$ cat src/rtl/utf8_dec_pkg.sv
package utf8_dec_pkg;

    // Lead byte classes
    localparam logic [7:0] LEAD2_MASK  = 8'hE0;
    localparam logic [7:0] LEAD2_CODE  = 8'hC0;
    localparam logic [7:0] LEAD3_MASK  = 8'hF0;
    localparam logic [7:0] LEAD3_CODE  = 8'hE0;
    localparam logic [7:0] LEAD4_MASK  = 8'hF8;
    localparam logic [7:0] LEAD4_CODE  = 8'hF0;

    // Sequence length codes (length minus one)
    localparam logic [1:0] SEQ_TWO     = 2'd1;
    localparam logic [1:0] SEQ_THREE   = 2'd2;
    localparam logic [1:0] SEQ_FOUR    = 2'd3;

    // Surrogate construction
    localparam logic [25:0] SUPP_BASE  = 26'h10000;
    localparam logic [15:0] HIGH_SURR  = 16'hD800;
    localparam logic [15:0] LOW_SURR   = 16'hDC00;

    // Result queue geometry
    localparam int QDEPTH = 4;
    localparam int QPTR_W = $clog2(QDEPTH);
    localparam int QCNT_W = $clog2(QDEPTH + 1);

    typedef struct packed {
        logic [15:0] code_unit;
        logic        run_last;
    } unit_t;

    // Units produced by one decoded byte, in order u0 then u1
    typedef struct packed {
        logic [1:0] count;
        unit_t      u0;
        unit_t      u1;
    } push_t;

endpackage

$ cat src/rtl/utf8_dec_if.sv
interface utf8_byte_if;
    logic       valid;
    logic       ready;
    logic [7:0] in_byte;
    logic       end_of_string;

    modport source (output valid, output in_byte, output end_of_string, input ready);
    modport sink   (input valid, input in_byte, input end_of_string, output ready);
endinterface

interface utf8_unit_if;
    logic        valid;
    logic        ready;
    logic [15:0] code_unit;
    logic        run_last;

    modport source (output valid, output code_unit, output run_last, input ready);
    modport sink   (input valid, input code_unit, input run_last, output ready);
endinterface

$ cat src/rtl/utf8_to_utf16_decoder.sv
// UTF-8 to UTF-16 stream decoder. Takes one UTF-8 byte per item on byte_in and
// delivers UTF-16 code units on unit_out, one per item, with run_last set on the
// last unit caused by a byte. A byte is registered, decoded against the open
// sequence, and its units (one, or two surrogate halves for a four-byte
// sequence) go to a four-entry result queue; the block accepts one byte every
// cycle while the queue has space for two units, so throughput is one byte per
// cycle, and a byte passes the input register and then the queue before its units appear.
// Invalid lead bytes produce nothing, continuation bytes are not checked, and
// end_of_string discards an unfinished sequence.
module utf8_to_utf16_decoder
(
    input  logic        clk,
    input  logic        rst_n,
    utf8_byte_if.sink   byte_in,
    utf8_unit_if.source unit_out
);

    utf8_dec_pkg::push_t push;
    logic                room;

    utf8_dec_decode u_decode
    (
        .clk     (clk),
        .rst_n   (rst_n),
        .byte_in (byte_in),
        .room    (room),
        .push    (push)
    );

    utf8_dec_outq u_outq
    (
        .clk      (clk),
        .rst_n    (rst_n),
        .push     (push),
        .room     (room),
        .unit_out (unit_out)
    );

endmodule

$ cat src/rtl/utf8_dec_decode.sv
module utf8_dec_decode
(
    input  logic                    clk,
    input  logic                    rst_n,
    utf8_byte_if.sink               byte_in,
    input  logic                    room,
    output utf8_dec_pkg::push_t     push
);

    logic        v_reg;
    logic [7:0]  byte_reg;
    logic        eos_reg;

    logic [1:0]  rem_reg, rem_next;
    logic [20:0] part_reg, part_next;
    logic [1:0]  seq_reg, seq_next;

    logic        advance;
    logic [20:0] cp;
    logic [1:0]  rem_dec;
    logic [25:0] supp;

    assign advance       = v_reg && room;
    assign byte_in.ready = !v_reg || room;

    // Input register
    always_ff @(posedge clk or negedge rst_n)
    begin
        if (!rst_n)
        begin
            v_reg <= 1'b0;
        end
        else if (byte_in.ready)
        begin
            v_reg <= byte_in.valid;
        end
    end

    always_ff @(posedge clk)
    begin
        if (byte_in.valid && byte_in.ready)
        begin
            byte_reg <= byte_in.in_byte;
            eos_reg  <= byte_in.end_of_string;
        end
    end

    // Sequence state
    always_ff @(posedge clk or negedge rst_n)
    begin
        if (!rst_n)
        begin
            rem_reg  <= '0;
            part_reg <= '0;
            seq_reg  <= '0;
        end
        else if (advance)
        begin
            rem_reg  <= rem_next;
            part_reg <= part_next;
            seq_reg  <= seq_next;
        end
    end

    // Shift-or accumulation and surrogate split
    assign cp      = {part_reg[14:0], byte_reg[5:0]};
    assign rem_dec = rem_reg - 2'd1;
    assign supp    = {5'd0, cp} - utf8_dec_pkg::SUPP_BASE;

    always_comb
    begin
        rem_next   = rem_reg;
        part_next  = part_reg;
        seq_next   = seq_reg;
        push.count = 2'd0;
        push.u0    = '{code_unit: cp[15:0], run_last: 1'b1};
        push.u1    = '{code_unit: utf8_dec_pkg::LOW_SURR | {6'd0, supp[9:0]},
                       run_last: 1'b1};

        if (rem_reg == 2'd0)
        begin
            // lead position
            if (!byte_reg[7])
            begin
                push.count = 2'd1;
                push.u0    = '{code_unit: {8'd0, byte_reg}, run_last: 1'b1};
            end
            else if ((byte_reg & utf8_dec_pkg::LEAD2_MASK) == utf8_dec_pkg::LEAD2_CODE)
            begin
                part_next = {16'd0, byte_reg[4:0]};
                rem_next  = 2'd1;
                seq_next  = utf8_dec_pkg::SEQ_TWO;
            end
            else if ((byte_reg & utf8_dec_pkg::LEAD3_MASK) == utf8_dec_pkg::LEAD3_CODE)
            begin
                part_next = {17'd0, byte_reg[3:0]};
                rem_next  = 2'd2;
                seq_next  = utf8_dec_pkg::SEQ_THREE;
            end
            else if ((byte_reg & utf8_dec_pkg::LEAD4_MASK) == utf8_dec_pkg::LEAD4_CODE)
            begin
                part_next = {18'd0, byte_reg[2:0]};
                rem_next  = 2'd3;
                seq_next  = utf8_dec_pkg::SEQ_FOUR;
            end
        end
        else
        begin
            // continuation byte, taken unchecked
            part_next = cp;
            rem_next  = rem_dec;
            if (rem_dec == 2'd0)
            begin
                if (seq_reg == utf8_dec_pkg::SEQ_FOUR)
                begin
                    push.count = 2'd2;
                    push.u0    = '{code_unit: utf8_dec_pkg::HIGH_SURR | supp[25:10],
                                   run_last: 1'b0};
                end
                else
                begin
                    push.count = 2'd1;
                end
                part_next = '0;
                seq_next  = '0;
            end
        end

        // end of string drops any open sequence
        if (eos_reg)
        begin
            rem_next  = '0;
            part_next = '0;
            seq_next  = '0;
        end

        if (!advance)
        begin
            push.count = 2'd0;
        end
    end

endmodule

$ cat src/rtl/utf8_dec_outq.sv
module utf8_dec_outq
(
    input  logic                    clk,
    input  logic                    rst_n,
    input  utf8_dec_pkg::push_t     push,
    output logic                    room,
    utf8_unit_if.source             unit_out
);

    utf8_dec_pkg::unit_t                   mem_reg [utf8_dec_pkg::QDEPTH];
    logic [utf8_dec_pkg::QPTR_W-1:0]      head_reg, head_next;
    logic [utf8_dec_pkg::QPTR_W-1:0]      tail_reg, tail_next;
    logic [utf8_dec_pkg::QCNT_W-1:0]      cnt_reg, cnt_next;
    logic [utf8_dec_pkg::QPTR_W-1:0]      tail_plus1;
    logic                                 pop;

    // room for a full two-unit push
    assign room = cnt_reg <= utf8_dec_pkg::QCNT_W'(utf8_dec_pkg::QDEPTH - 2);

    assign pop                = unit_out.valid && unit_out.ready;
    assign unit_out.valid     = cnt_reg != '0;
    assign unit_out.code_unit = mem_reg[head_reg].code_unit;
    assign unit_out.run_last  = mem_reg[head_reg].run_last;
    assign tail_plus1         = tail_reg + 1'b1;

    always_comb
    begin
        head_next = head_reg + {{(utf8_dec_pkg::QPTR_W-1){1'b0}}, pop};
        tail_next = tail_reg + utf8_dec_pkg::QPTR_W'(push.count);
        cnt_next  = cnt_reg + utf8_dec_pkg::QCNT_W'(push.count)
                    - {{(utf8_dec_pkg::QCNT_W-1){1'b0}}, pop};
    end

    always_ff @(posedge clk or negedge rst_n)
    begin
        if (!rst_n)
        begin
            head_reg <= '0;
            tail_reg <= '0;
            cnt_reg  <= '0;
        end
        else
        begin
            head_reg <= head_next;
            tail_reg <= tail_next;
            cnt_reg  <= cnt_next;
        end
    end

    // Storage
    always_ff @(posedge clk)
    begin
        if (push.count != 2'd0)
        begin
            mem_reg[tail_reg] <= push.u0;
        end
        if (push.count == 2'd2)
        begin
            mem_reg[tail_plus1] <= push.u1;
        end
    end

endmodule
$ cat src/flat_wrapper.sv
// flat-port wrapper written by rule: the top's interface ports become plain ports
module utf8_to_utf16_decoder_flat 
  (clk, rst_n, byte_in_valid, byte_in_in_byte, byte_in_end_of_string, byte_in_ready, unit_out_valid, unit_out_code_unit, unit_out_run_last, unit_out_ready);
  utf8_byte_if byte_in_i ();
  utf8_unit_if unit_out_i ();
  input  logic clk;
  input  logic rst_n;
  input wire logic [$bits(byte_in_i.valid)-1:0] byte_in_valid;
  input wire logic [$bits(byte_in_i.in_byte)-1:0] byte_in_in_byte;
  input wire logic [$bits(byte_in_i.end_of_string)-1:0] byte_in_end_of_string;
  output wire logic [$bits(byte_in_i.ready)-1:0] byte_in_ready;
  output wire logic [$bits(unit_out_i.valid)-1:0] unit_out_valid;
  output wire logic [$bits(unit_out_i.code_unit)-1:0] unit_out_code_unit;
  output wire logic [$bits(unit_out_i.run_last)-1:0] unit_out_run_last;
  input wire logic [$bits(unit_out_i.ready)-1:0] unit_out_ready;
  assign byte_in_i.valid = byte_in_valid;
  assign byte_in_i.in_byte = byte_in_in_byte;
  assign byte_in_i.end_of_string = byte_in_end_of_string;
  assign byte_in_ready = byte_in_i.ready;
  assign unit_out_valid = unit_out_i.valid;
  assign unit_out_code_unit = unit_out_i.code_unit;
  assign unit_out_run_last = unit_out_i.run_last;
  assign unit_out_i.ready = unit_out_ready;
  utf8_to_utf16_decoder u_core (.clk(clk), .rst_n(rst_n), .byte_in(byte_in_i), .unit_out(unit_out_i));
endmodule
$ cat config.mk
export PLATFORM = sky130hd
export DESIGN_NAME = utf8_to_utf16_decoder_flat
export DESIGN_NICKNAME = d
export VERILOG_FILES = /design/src/rtl/utf8_dec_pkg.sv /design/src/rtl/utf8_dec_if.sv /design/src/rtl/utf8_to_utf16_decoder.sv /design/src/rtl/utf8_dec_decode.sv /design/src/rtl/utf8_dec_outq.sv /design/src/flat_wrapper.sv
export SDC_FILE = /design/constraint.sdc
export NUM_CORES = 1
export LEC_CHECK = 0
export ABC_AREA = 1
export BUFFER_PORTS_ARGS = -buffer_cell sky130_fd_sc_hd__buf_4
export CORE_ASPECT_RATIO = 0.5
export CORE_MARGIN = 2
export CORE_UTILIZATION = 27
export DETAILED_ROUTE_END_ITERATION = 10
export PLACE_DENSITY = 0.51
export SLEW_MARGIN = 20
export SYNTH_ARGS = -nofsm -noshare
export SYNTH_HDL_FRONTEND = slang
export SYNTH_SLANG_ARGS = --single-unit
$ cat constraint.sdc
create_clock -name clk -period 3.3 [get_ports clk]
set_clock_uncertainty 0.2 [all_clocks]
set_input_delay 0.66 -clock clk [delete_from_list [all_inputs] [get_ports clk]]
set_output_delay 0.66 -clock clk [all_outputs]
set_load 0.1 [all_outputs]
**Word-level counts from Yosys, hierarchy flattened**

Memories as Yosys holds them, arrays and structs flattened.
Index checks and enable logic that the tools add are counted.

- Register bits: 36
- Bits in writable memories: 68
- Bits of input ports: 13
- Output and inout bits: 19
- Word-level logic and storage cells: 63
- Memories kept: 1

- $add $sub $neg: 7
- Magnitude comparators: 1
- Equality and inequality tests: 7
- Mux-type cells: 26
- Reduce and logical (&&, ||, !) cells: 12

Memories:

| memory | words | bits a word | read ports | clocked after memory_dff | write ports | RTL line | text |
|---|---|---|---|---|---|---|---|
| u_core.u_outq.mem_reg | 4 | 17 | 1 | 0 | 2 | utf8_dec_outq.sv:10 | `utf8_dec_pkg::unit_t mem_reg [utf8_dec_pkg::QDEPTH];` |

Operators with widths:

| operator | number |
|---|---|
| 15-bit two-way mux | 7 |
| 19-bit two-way mux | 2 |
| 2-bit two-way mux | 11 |
| 21-bit by 17-bit subtractor with 22-bit output, second input constant | 1 |
| 18-bit two-way mux | 1 |
| 17-bit two-way mux | 1 |
| 3-bit nonzero test | 2 |
| 5-bit equality test, second input constant | 1 |
| 5-bit by 2-bit inequality test with 1-bit output, second input constant | 1 |
| 2-bit equality test, second input constant | 2 |
| 4-bit equality test, second input constant | 1 |
| 2-bit logical NOT | 2 |
| 1-bit two-way mux | 4 |
| 4-bit AND reduction | 1 |
| 3-bit by 2-bit adder with 3-bit output | 1 |
| 3-bit equality test, second input constant | 1 |
| 3-bit by 2-bit less-or-equal comparator with 1-bit output, second input constant | 1 |
| 1-bit logical AND | 3 |
| 3-bit inequality test, second input constant | 1 |
| 3-bit AND reduction | 1 |
| 3-bit by 1-bit subtractor with 3-bit output | 1 |
| 2-bit by 1-bit adder with 2-bit output | 1 |
| 2-bit by 1-bit adder with 2-bit output, second input constant | 1 |
| 2-bit adder | 1 |
| other kinds (4) | 4 |

**Logic depth before layout (Yosys ltp)**

Gate-level depths: netlist of run 1.

- Depth after elaboration: 8
- Mapped depth: 11
- Mapped depth without buffers: 11

**Modules after synthesis**

A second synthesis of run 1 with hierarchy kept.

- Cell total of the unflattened synthesis: 621
- Area total of the unflattened synthesis: 5716.7 µm²

Modules (own cells, without submodules):

| module | times used | cells each | area an instance (µm²) | sequential area each (µm²) |
|---|---|---|---|---|
| utf8_dec_outq | 1 | 402 | 4007.6 | 2217.1 |
| utf8_dec_decode | 1 | 219 | 1709.1 | 770.7 |

**Worst setup path after synthesis of run 1**

OpenSTA, ideal clock, no wires.

- Path kind: reg2out
- Start: reg u_core.u_outq.head_reg[0] (netlist name)
- End: out unit_out_code_unit[12]
- Arrival time: 2.495 ns
- Required time: 2.440 ns
- Setup slack: -0.055 ns
- Cell stages (with the launch flop): 6
- Buffers on the path: 2
- Path through: dfrtp_1 clkbuf_1 inv_1 clkbuf_1 o21ai_0 o22ai_1

- Longest elaborated chain between the ends: 1

Ends and longest elaborated chain:

| item | RTL line | text |
|---|---|---|
| start: declaration | utf8_dec_outq.sv:11 | `logic [utf8_dec_pkg::QPTR_W-1:0] head_reg, head_next;` |
| start signal: assignment | utf8_dec_outq.sv:44 | `head_reg <= head_next;` |
| memory 4 x 17 bit | n/a |  |
| end: declaration | flat_wrapper.sv:13 | `output wire logic [$bits(unit_out_i.code_unit)-1:0] unit_out_code_unit;` |

No other way between the ends.

**Worst setup path in the final report of run 1**

- Start: reg u_core.u_outq.head_reg[1] (netlist name)
- End: out unit_out_code_unit[9]

Same word-level chain as after synthesis.

==> run_results.csv, run 1 <==
group,metric,value,unit
cts,root_buffer,"clkbuf_16",
synthesis,yosys_warnings,0,
sta,hold_viol_final,0,
cells_and_area,largest_reg_flops,68,
detailed_routing,drtIter0Drc,347,
detailed_routing,ant_nets,0,
cells_and_area,n_antenna_cell,0,
worst_hold_path,holdCritPathClass,"in2async",
floorplanning,die_area,0.02003,sq mm
global_route,grt_antenna_before_repair,0,
synthesis,syn_area,0.005089,sq mm
global_route,grt_pass1_vias,4085,
synthesis,netlist_instances,603,
cts,ctsHoldBuffers,0,
floorplanning,core_area,0.01844,sq mm
detailed_routing,drc,0,
outcome,status,"completed",
sta,post-route-period-util,0.8400,
synthesis,ys_types,29,
setup_path,worstReg2RegStart,"u_core.u_decode.rem_reg[0]",
cts,cts_tree,"yes",
cells_and_area,area_growth,16.92,%
cells_and_area,final_cell_mix,"nand2_1 (163), o21ai_0 (89), nand3_1 (61), nor2_1 (52), edfxtp_1 (49)",
synthesis,syn_avg_cell_area,8.439,sq um
sta,max_freq,0.3608,GHz
cells_and_area,drive_above_1_share,0.1406,
cts,post_cts_resized,0,
setup_path,path_class,"reg2out",
sta,rsz0062_at_grt,"no",
synthesis,ys_seq_elements,104,
floorplanning,rows,35,
cts,numCtsBuffers,9,
cts,cts_setup_buffers,0,
global_route,grt_max_degree,35,
cts,clk_pin_slew_worst_paths,0.08,ns
detailed_routing,wl,14.21,mm
global_route,grt_pass1_wl,22.74,mm
floorplanning,die_x,198.2,um
global_route,overflow,0,
placement,dp_cells,876,
setup_path,critPathMaxFanout,17,
detailed_routing,drt-vias-per-instance,4.743,
cts,cts_sinks,104,
job,max-cap-violations,0,
setup_path,cp.required,2.44,ns
setup_path,crit_path_start_kind,"flop",
power_and_ir_drop,p_per_area,1094,mW/mm^2
floorplanning,io_pins,32,
floorplanning,die_h,101.1,um
cells_and_area,nNetsFinal,648,
cells_and_area,instances_no_fill,892,
cts,clock_latency,0.35,ns
sta,slew_headroom,0.3748,
synthesis,seq_area_frac_synth,0.5321,
placement,gp_congestion,0.8289,
sta,finalMaxSlewViolations,0,
synthesis,syn_nets,623,
sta,tns,0,ns
setup_path,end_kind,"output pin",
detailed_routing,wl_per_cell,15.93,um
sta,hold_slack,0.02104,ns
detailed_routing,vias,4231,
detailed_routing,drtPass1Iterations,5,
power_and_ir_drop,worst_ir_drop_vdd,0.0005861,V
power_and_ir_drop,p_leak,2.451,nW
sta,setup_viol,0,
floorplanning,initial_core_util,0.2760,
cts,htreeDepth,3,
global_route,grt_usage,0.1499,
cts,clk_path_buf_depth,2,
setup_path,arrival,1.91,ns
cells_and_area,layout_commonest_cell,"nand2_1",
placement,numPortBuffers,31,
setup_path,crit_start,"u_core.u_outq.head_reg[1]",
sta,fin_crit,2.772,ns
placement,dp_hpwl,10.31,mm
sta,max_slew.worst_pin.slew,0.9336,ns
[cells by family after synthesis]
family	count (synthesis)	share of synthesized area
and+or+nand+nor	297	0.2533
AOI/OAI and AO/OA	122	0.1276
DFF	104	0.5321
xor gates and xnor gates	6	0.01033
adders and majority gates	7	0.01869
buffers and inverters	67	0.05803
[cell usage after synthesis (all sizes together)]
cell type  number  share of area
dfxtp          28           0.11
inv            44          0.032
o211ai          1         0.0015
edfxtp         49           0.29
nand4           1         0.0012
ha              6          0.015
o22ai          22          0.028
dfrtp          27           0.13
nor2           63          0.060
xor2            3         0.0052
clkbuf          9         0.0066
xnor2           3         0.0052
a21oi           3         0.0029
nand2         172           0.13
buf            14          0.019
a21boi          1         0.0015
nand3          61          0.060
o21ai          95          0.093
fa              1         0.0039
[stage by stage]
| step | total power [W] | cell area (sq um) | setup WS (ns) | utilization |
|---|---|---|---|---|
| after global placement | 0.005424 | 5642 | 0.6874 | 0.3060 |
| final | 0.006508 | 5949 | 0.5282 | 0.3227 |
| after CTS | 0.006552 | 5949 | 0.5057 | 0.3227 |
| after global routing | 0.006891 | 5949 | 0.3205 | 0.3227 |
| after detailed placement | 0.005443 | 5642 | 0.5924 | 0.3060 |
| after floorplan | 0.004628 | 5170 | 0.01737 | - |
[where the power goes]
part,total (W),switching [W],internal [W]
clock,0.00110,0.000526,0.000575
sequential,0.00195,0.000246,0.00170
combinational,0.00346,0.00267,0.000793
total,0.00651,0.00344,0.00307
[critical path, stage by stage (launching register included)]
cell     delay, ns
dfrtp_1       0.39
inv_1         0.45
o21ai_0       0.23
o22ai_2       0.17
buf_4         0.32
[layout make-up]
cell class / count / area [sq um]
Sequential cell: 104 / 2708
Inverter: 44 / 165.2
Multi-Input combinational cell: 432 / 2167
Clock inverter: 6 / 57.56
Tap cell: 259 / 324.1
Clock buffer: 10 / 250.2
Timing Repair Buffer: 37 / 277.8
Fill cell: 1937 / 12490
[path summary, 6_finish.rpt]
kind / to / slack (ns) / depth (start not counted)
min reg2reg: u_core.u_outq.mem_reg[2][15] / 0.26 / 2
min in group clk: u_core.u_outq.mem_reg[2][15] / 0.26 / 2
max: unit_out_code_unit[9] / 0.53 / 4
min: u_core.u_decode.v_reg / 0.02 / 1
max reg2reg: u_core.u_outq.mem_reg[2][6] / 0.56 / 7
max in group asynchronous: u_core.u_decode.part_reg[6] / 2.59 / 1
[per-layer routing]
| metal | vias up | track usage | share of wire |
|---|---|---|---|
| li1 | 2075 | - | - |
| met1 | 2042 | 0.2286 | 0.53 |
| met4 | 0 | 0.03470 | 0.0068 |
| met5 | - | 0 | 0 |
| met2 | 108 | 0.2170 | 0.41 |
| met3 | 6 | 0.02710 | 0.051 |
Power figures use the tool's default switching activity.
==> run 2: changes to the inputs <==
==> constraint.sdc (replaced) <==
create_clock -name clk -period 2.6 [get_ports clk]
set_clock_uncertainty 0.2 [all_clocks]
set_input_delay 0.52 -clock clk [delete_from_list [all_inputs] [get_ports clk]]
set_output_delay 0.52 -clock clk [all_outputs]
set_load 0.1 [all_outputs]
==> run 2 against run 1 <==
  * Register-to-register slack got worse by 0.40 ns
  * Flip-flop and latch count did not move
  * Worst setup slack got worse by 0.38 ns
  * Non-clock buffer count rose by 30
  * Clock-buffer cell count did not move
  * Total power rose by 31%
  * Clock power rose by 27%
  * Critical endpoint is now unit_out_code_unit[8]
  * Highest routed layer unchanged
==> run_results.csv, run 2 (synthesis gave the netlist of run 1 again) <==
group,metric,value,unit
sta,setup_viol,0,
setup_path,crit_slowest_cell,"dfrtp_1",
cells_and_area,drive_above_1_share,0.1870,
cts,clk_pin_slew_worst_paths,0.08,ns
power_and_ir_drop,p_leak,2.604,nW
cts,cts_setup_buffers,0,
global_route,grt_pass1_vias,4163,
cts,clk_path_buf_depth,2,
placement,place_area,0.005884,sq mm
sta,post-route-period-util,0.9440,
floorplanning,die_x,198.2,um
cts,root_buffer,"clkbuf_16",
detailed_routing,vias,4330,
placement,numPortBuffers,31,
power_and_ir_drop,p_seq_frac,0.288,
cells_and_area,area_growth,22.01,%
worst_hold_path,hold_depth,1,
detailed_routing,drtPass1Iterations,7,
job,max-cap-violations,0,
cts,numCtsBuffers,9,
global_route,grt_max_degree,28,
setup_path,arrival,1.73,ns
global_route,overflow,0,
setup_path,crit_path_start_kind,"flop",
cells_and_area,n_antenna_cell,0,
detailed_routing,drt-vias-per-instance,4.696,
detailed_routing,ant_nets,0,
floorplanning,initial_core_util,0.2760,
detailed_routing,drc,0,
sta,tns,0,ns
detailed_routing,wl,14.42,mm
setup_path,crit_start,"u_core.u_outq.head_reg[0]",
sta,max_slew.worst_pin.slew,1.009,ns
worst_hold_path,holdPathEnd,"u_core.u_decode.byte_reg[4]",
worst_hold_path,min_from,"byte_in_in_byte[4]",
sta,rsz0062_at_grt,"no",
setup_path,path_class,"reg2out",
global_route,grt_usage,0.1516,
cells_and_area,largest_reg_flops,68,
worst_hold_path,holdCritPathClass,"in2reg",
sta,finalMaxSlewViolations,0,
placement,dp_hpwl,10.27,mm
global_route,grt_pass1_wl,22.81,mm
floorplanning,core_area,0.01844,sq mm
setup_path,cp.required,1.88,ns
setup_path,cpPeakStageDelay,0.44,ns
power_and_ir_drop,pwr-share-comb,0.548,
setup_path,crit_chain,"inv_1 > buf_4 > o21ai_0 > o22ai_2 > buf_4",
power_and_ir_drop,worst_ir_drop_vdd,0.0006315,V
sta,fin_crit,2.454,ns
floorplanning,die_h,101.1,um
placement,gp_congestion,0.8138,
power_and_ir_drop,power.internal,0.004097,W
setup_path,critPathMaxFanout,20,
cts,clock_latency,0.35,ns
setup_path,r2r_cells,10,
setup_path,regToRegEndpoint,"u_core.u_outq.cnt_reg[2]",
placement,preCtsSetupSlack,0.08110,ns
cts,cts_tree,"yes",
setup_path,r2r_slack,0.16,ns
cells_and_area,layout_commonest_cell,"nand2_1",
power_and_ir_drop,p_switching,0.004435,W
floorplanning,die_area,0.02003,sq mm
global_route,grt_antenna_before_repair,0,
setup_path,end_kind,"output pin",
placement,dp_cells,905,
cells_and_area,final_cell_area,0.006208,sq mm
detailed_routing,drtIter0Drc,432,
setup_path,worstReg2RegStart,"u_core.u_outq.cnt_reg[2]",
floorplanning,io_pins,32,
cts,htreeDepth,3,
detailed_routing,wl_per_cell,15.64,um
cells_and_area,instances_no_fill,922,
sta,hold_viol_final,0,
sta,slew_headroom,0.3243,
outcome,status,"completed",
power_and_ir_drop,p_per_area,1374,mW/mm^2
sta,setup_ws,0.1455,ns
cells_and_area,nNetsFinal,678,
power_and_ir_drop,p_sw_frac,0.5198,
floorplanning,rows,35,
setup_path,cp_common_cell,"buf_4",
power_and_ir_drop,pwr-share-clk,0.164,
cts,cts_sinks,104,
sta,max_freq,0.4074,GHz
cells_and_area,final_cell_mix,"nand2_1 (163), o21ai_0 (89), buf_4 (66), nand3_1 (61), nor2_1 (51)",
## run 2: how the worst max path moves through the flow
| stage | slack, ns | endpoint |
|---|---|---|
| 2_1_floorplan | 0.008 | unit_out_code_unit[10] |
| 3_3_place_gp | 0.19 | u_core.u_outq.cnt_reg[2] |
| 3_5_place_dp | 0.08 | u_core.u_outq.cnt_reg[2] |
| 4_1_cts | 0.09 | u_core.u_outq.cnt_reg[2] |
| 5_1_grt | 0.03 | unit_out_code_unit[8] |
| 6_report | 0.15 | unit_out_code_unit[8] |
## run 2: metal layers
metal,GRT usage,part of all wire
met4,0.03644,0.014
met1,0.2190,0.50
met2,0.2318,0.42
met5,0,0
met3,0.03111,0.063
## run 2: per-stage QoR
stage,util,hold WS (ns),power [W]
after global routing,0.3367,0.1270,0.009028
after detailed placement,0.3192,0.2394,0.007170
after global placement,0.3192,0.2375,0.007141
final,0.3367,0.1381,0.008531
after floorplan,-,0.02441,0.005918
after CTS,0.3365,0.1315,0.008573
## run 2: what timing repair did
action	CTS	global route
hold buffers	1	0
endpoints found under the hold margin	27	0
resized for setup	0	2
setup endpoints to repair	0	1
## run 2: layout make-up
class,instances,area (sq um)
clock inverter,6,60.06
clock buffer,10,250.2
tap,259,324.1
sequential,104,2709
timing repair buffer,67,505.5
fill,1913,12230
inverter,44,165.2
multi-input combinational,432,2195
## run 2: critical path, delay by kind of cell (launching register included)
family	cells	cell delay (ns)
AO/OA/AOI/OAI	2	0.29
buffers and inverters	3	0.66
flip-flops	1	0.44
## run 2: power groups by stage
stage / registers [W] / clock network, W / logic (W)
after floorplan: 0.00237 / 0 / 0.00355
after global placement: 0.00248 / 0 / 0.00466
after detailed placement: 0.00248 / 0 / 0.00469
after CTS: 0.00245 / 0.00142 / 0.00470
after global routing: 0.00251 / 0.00149 / 0.00503
final: 0.00246 / 0.00140 / 0.00467
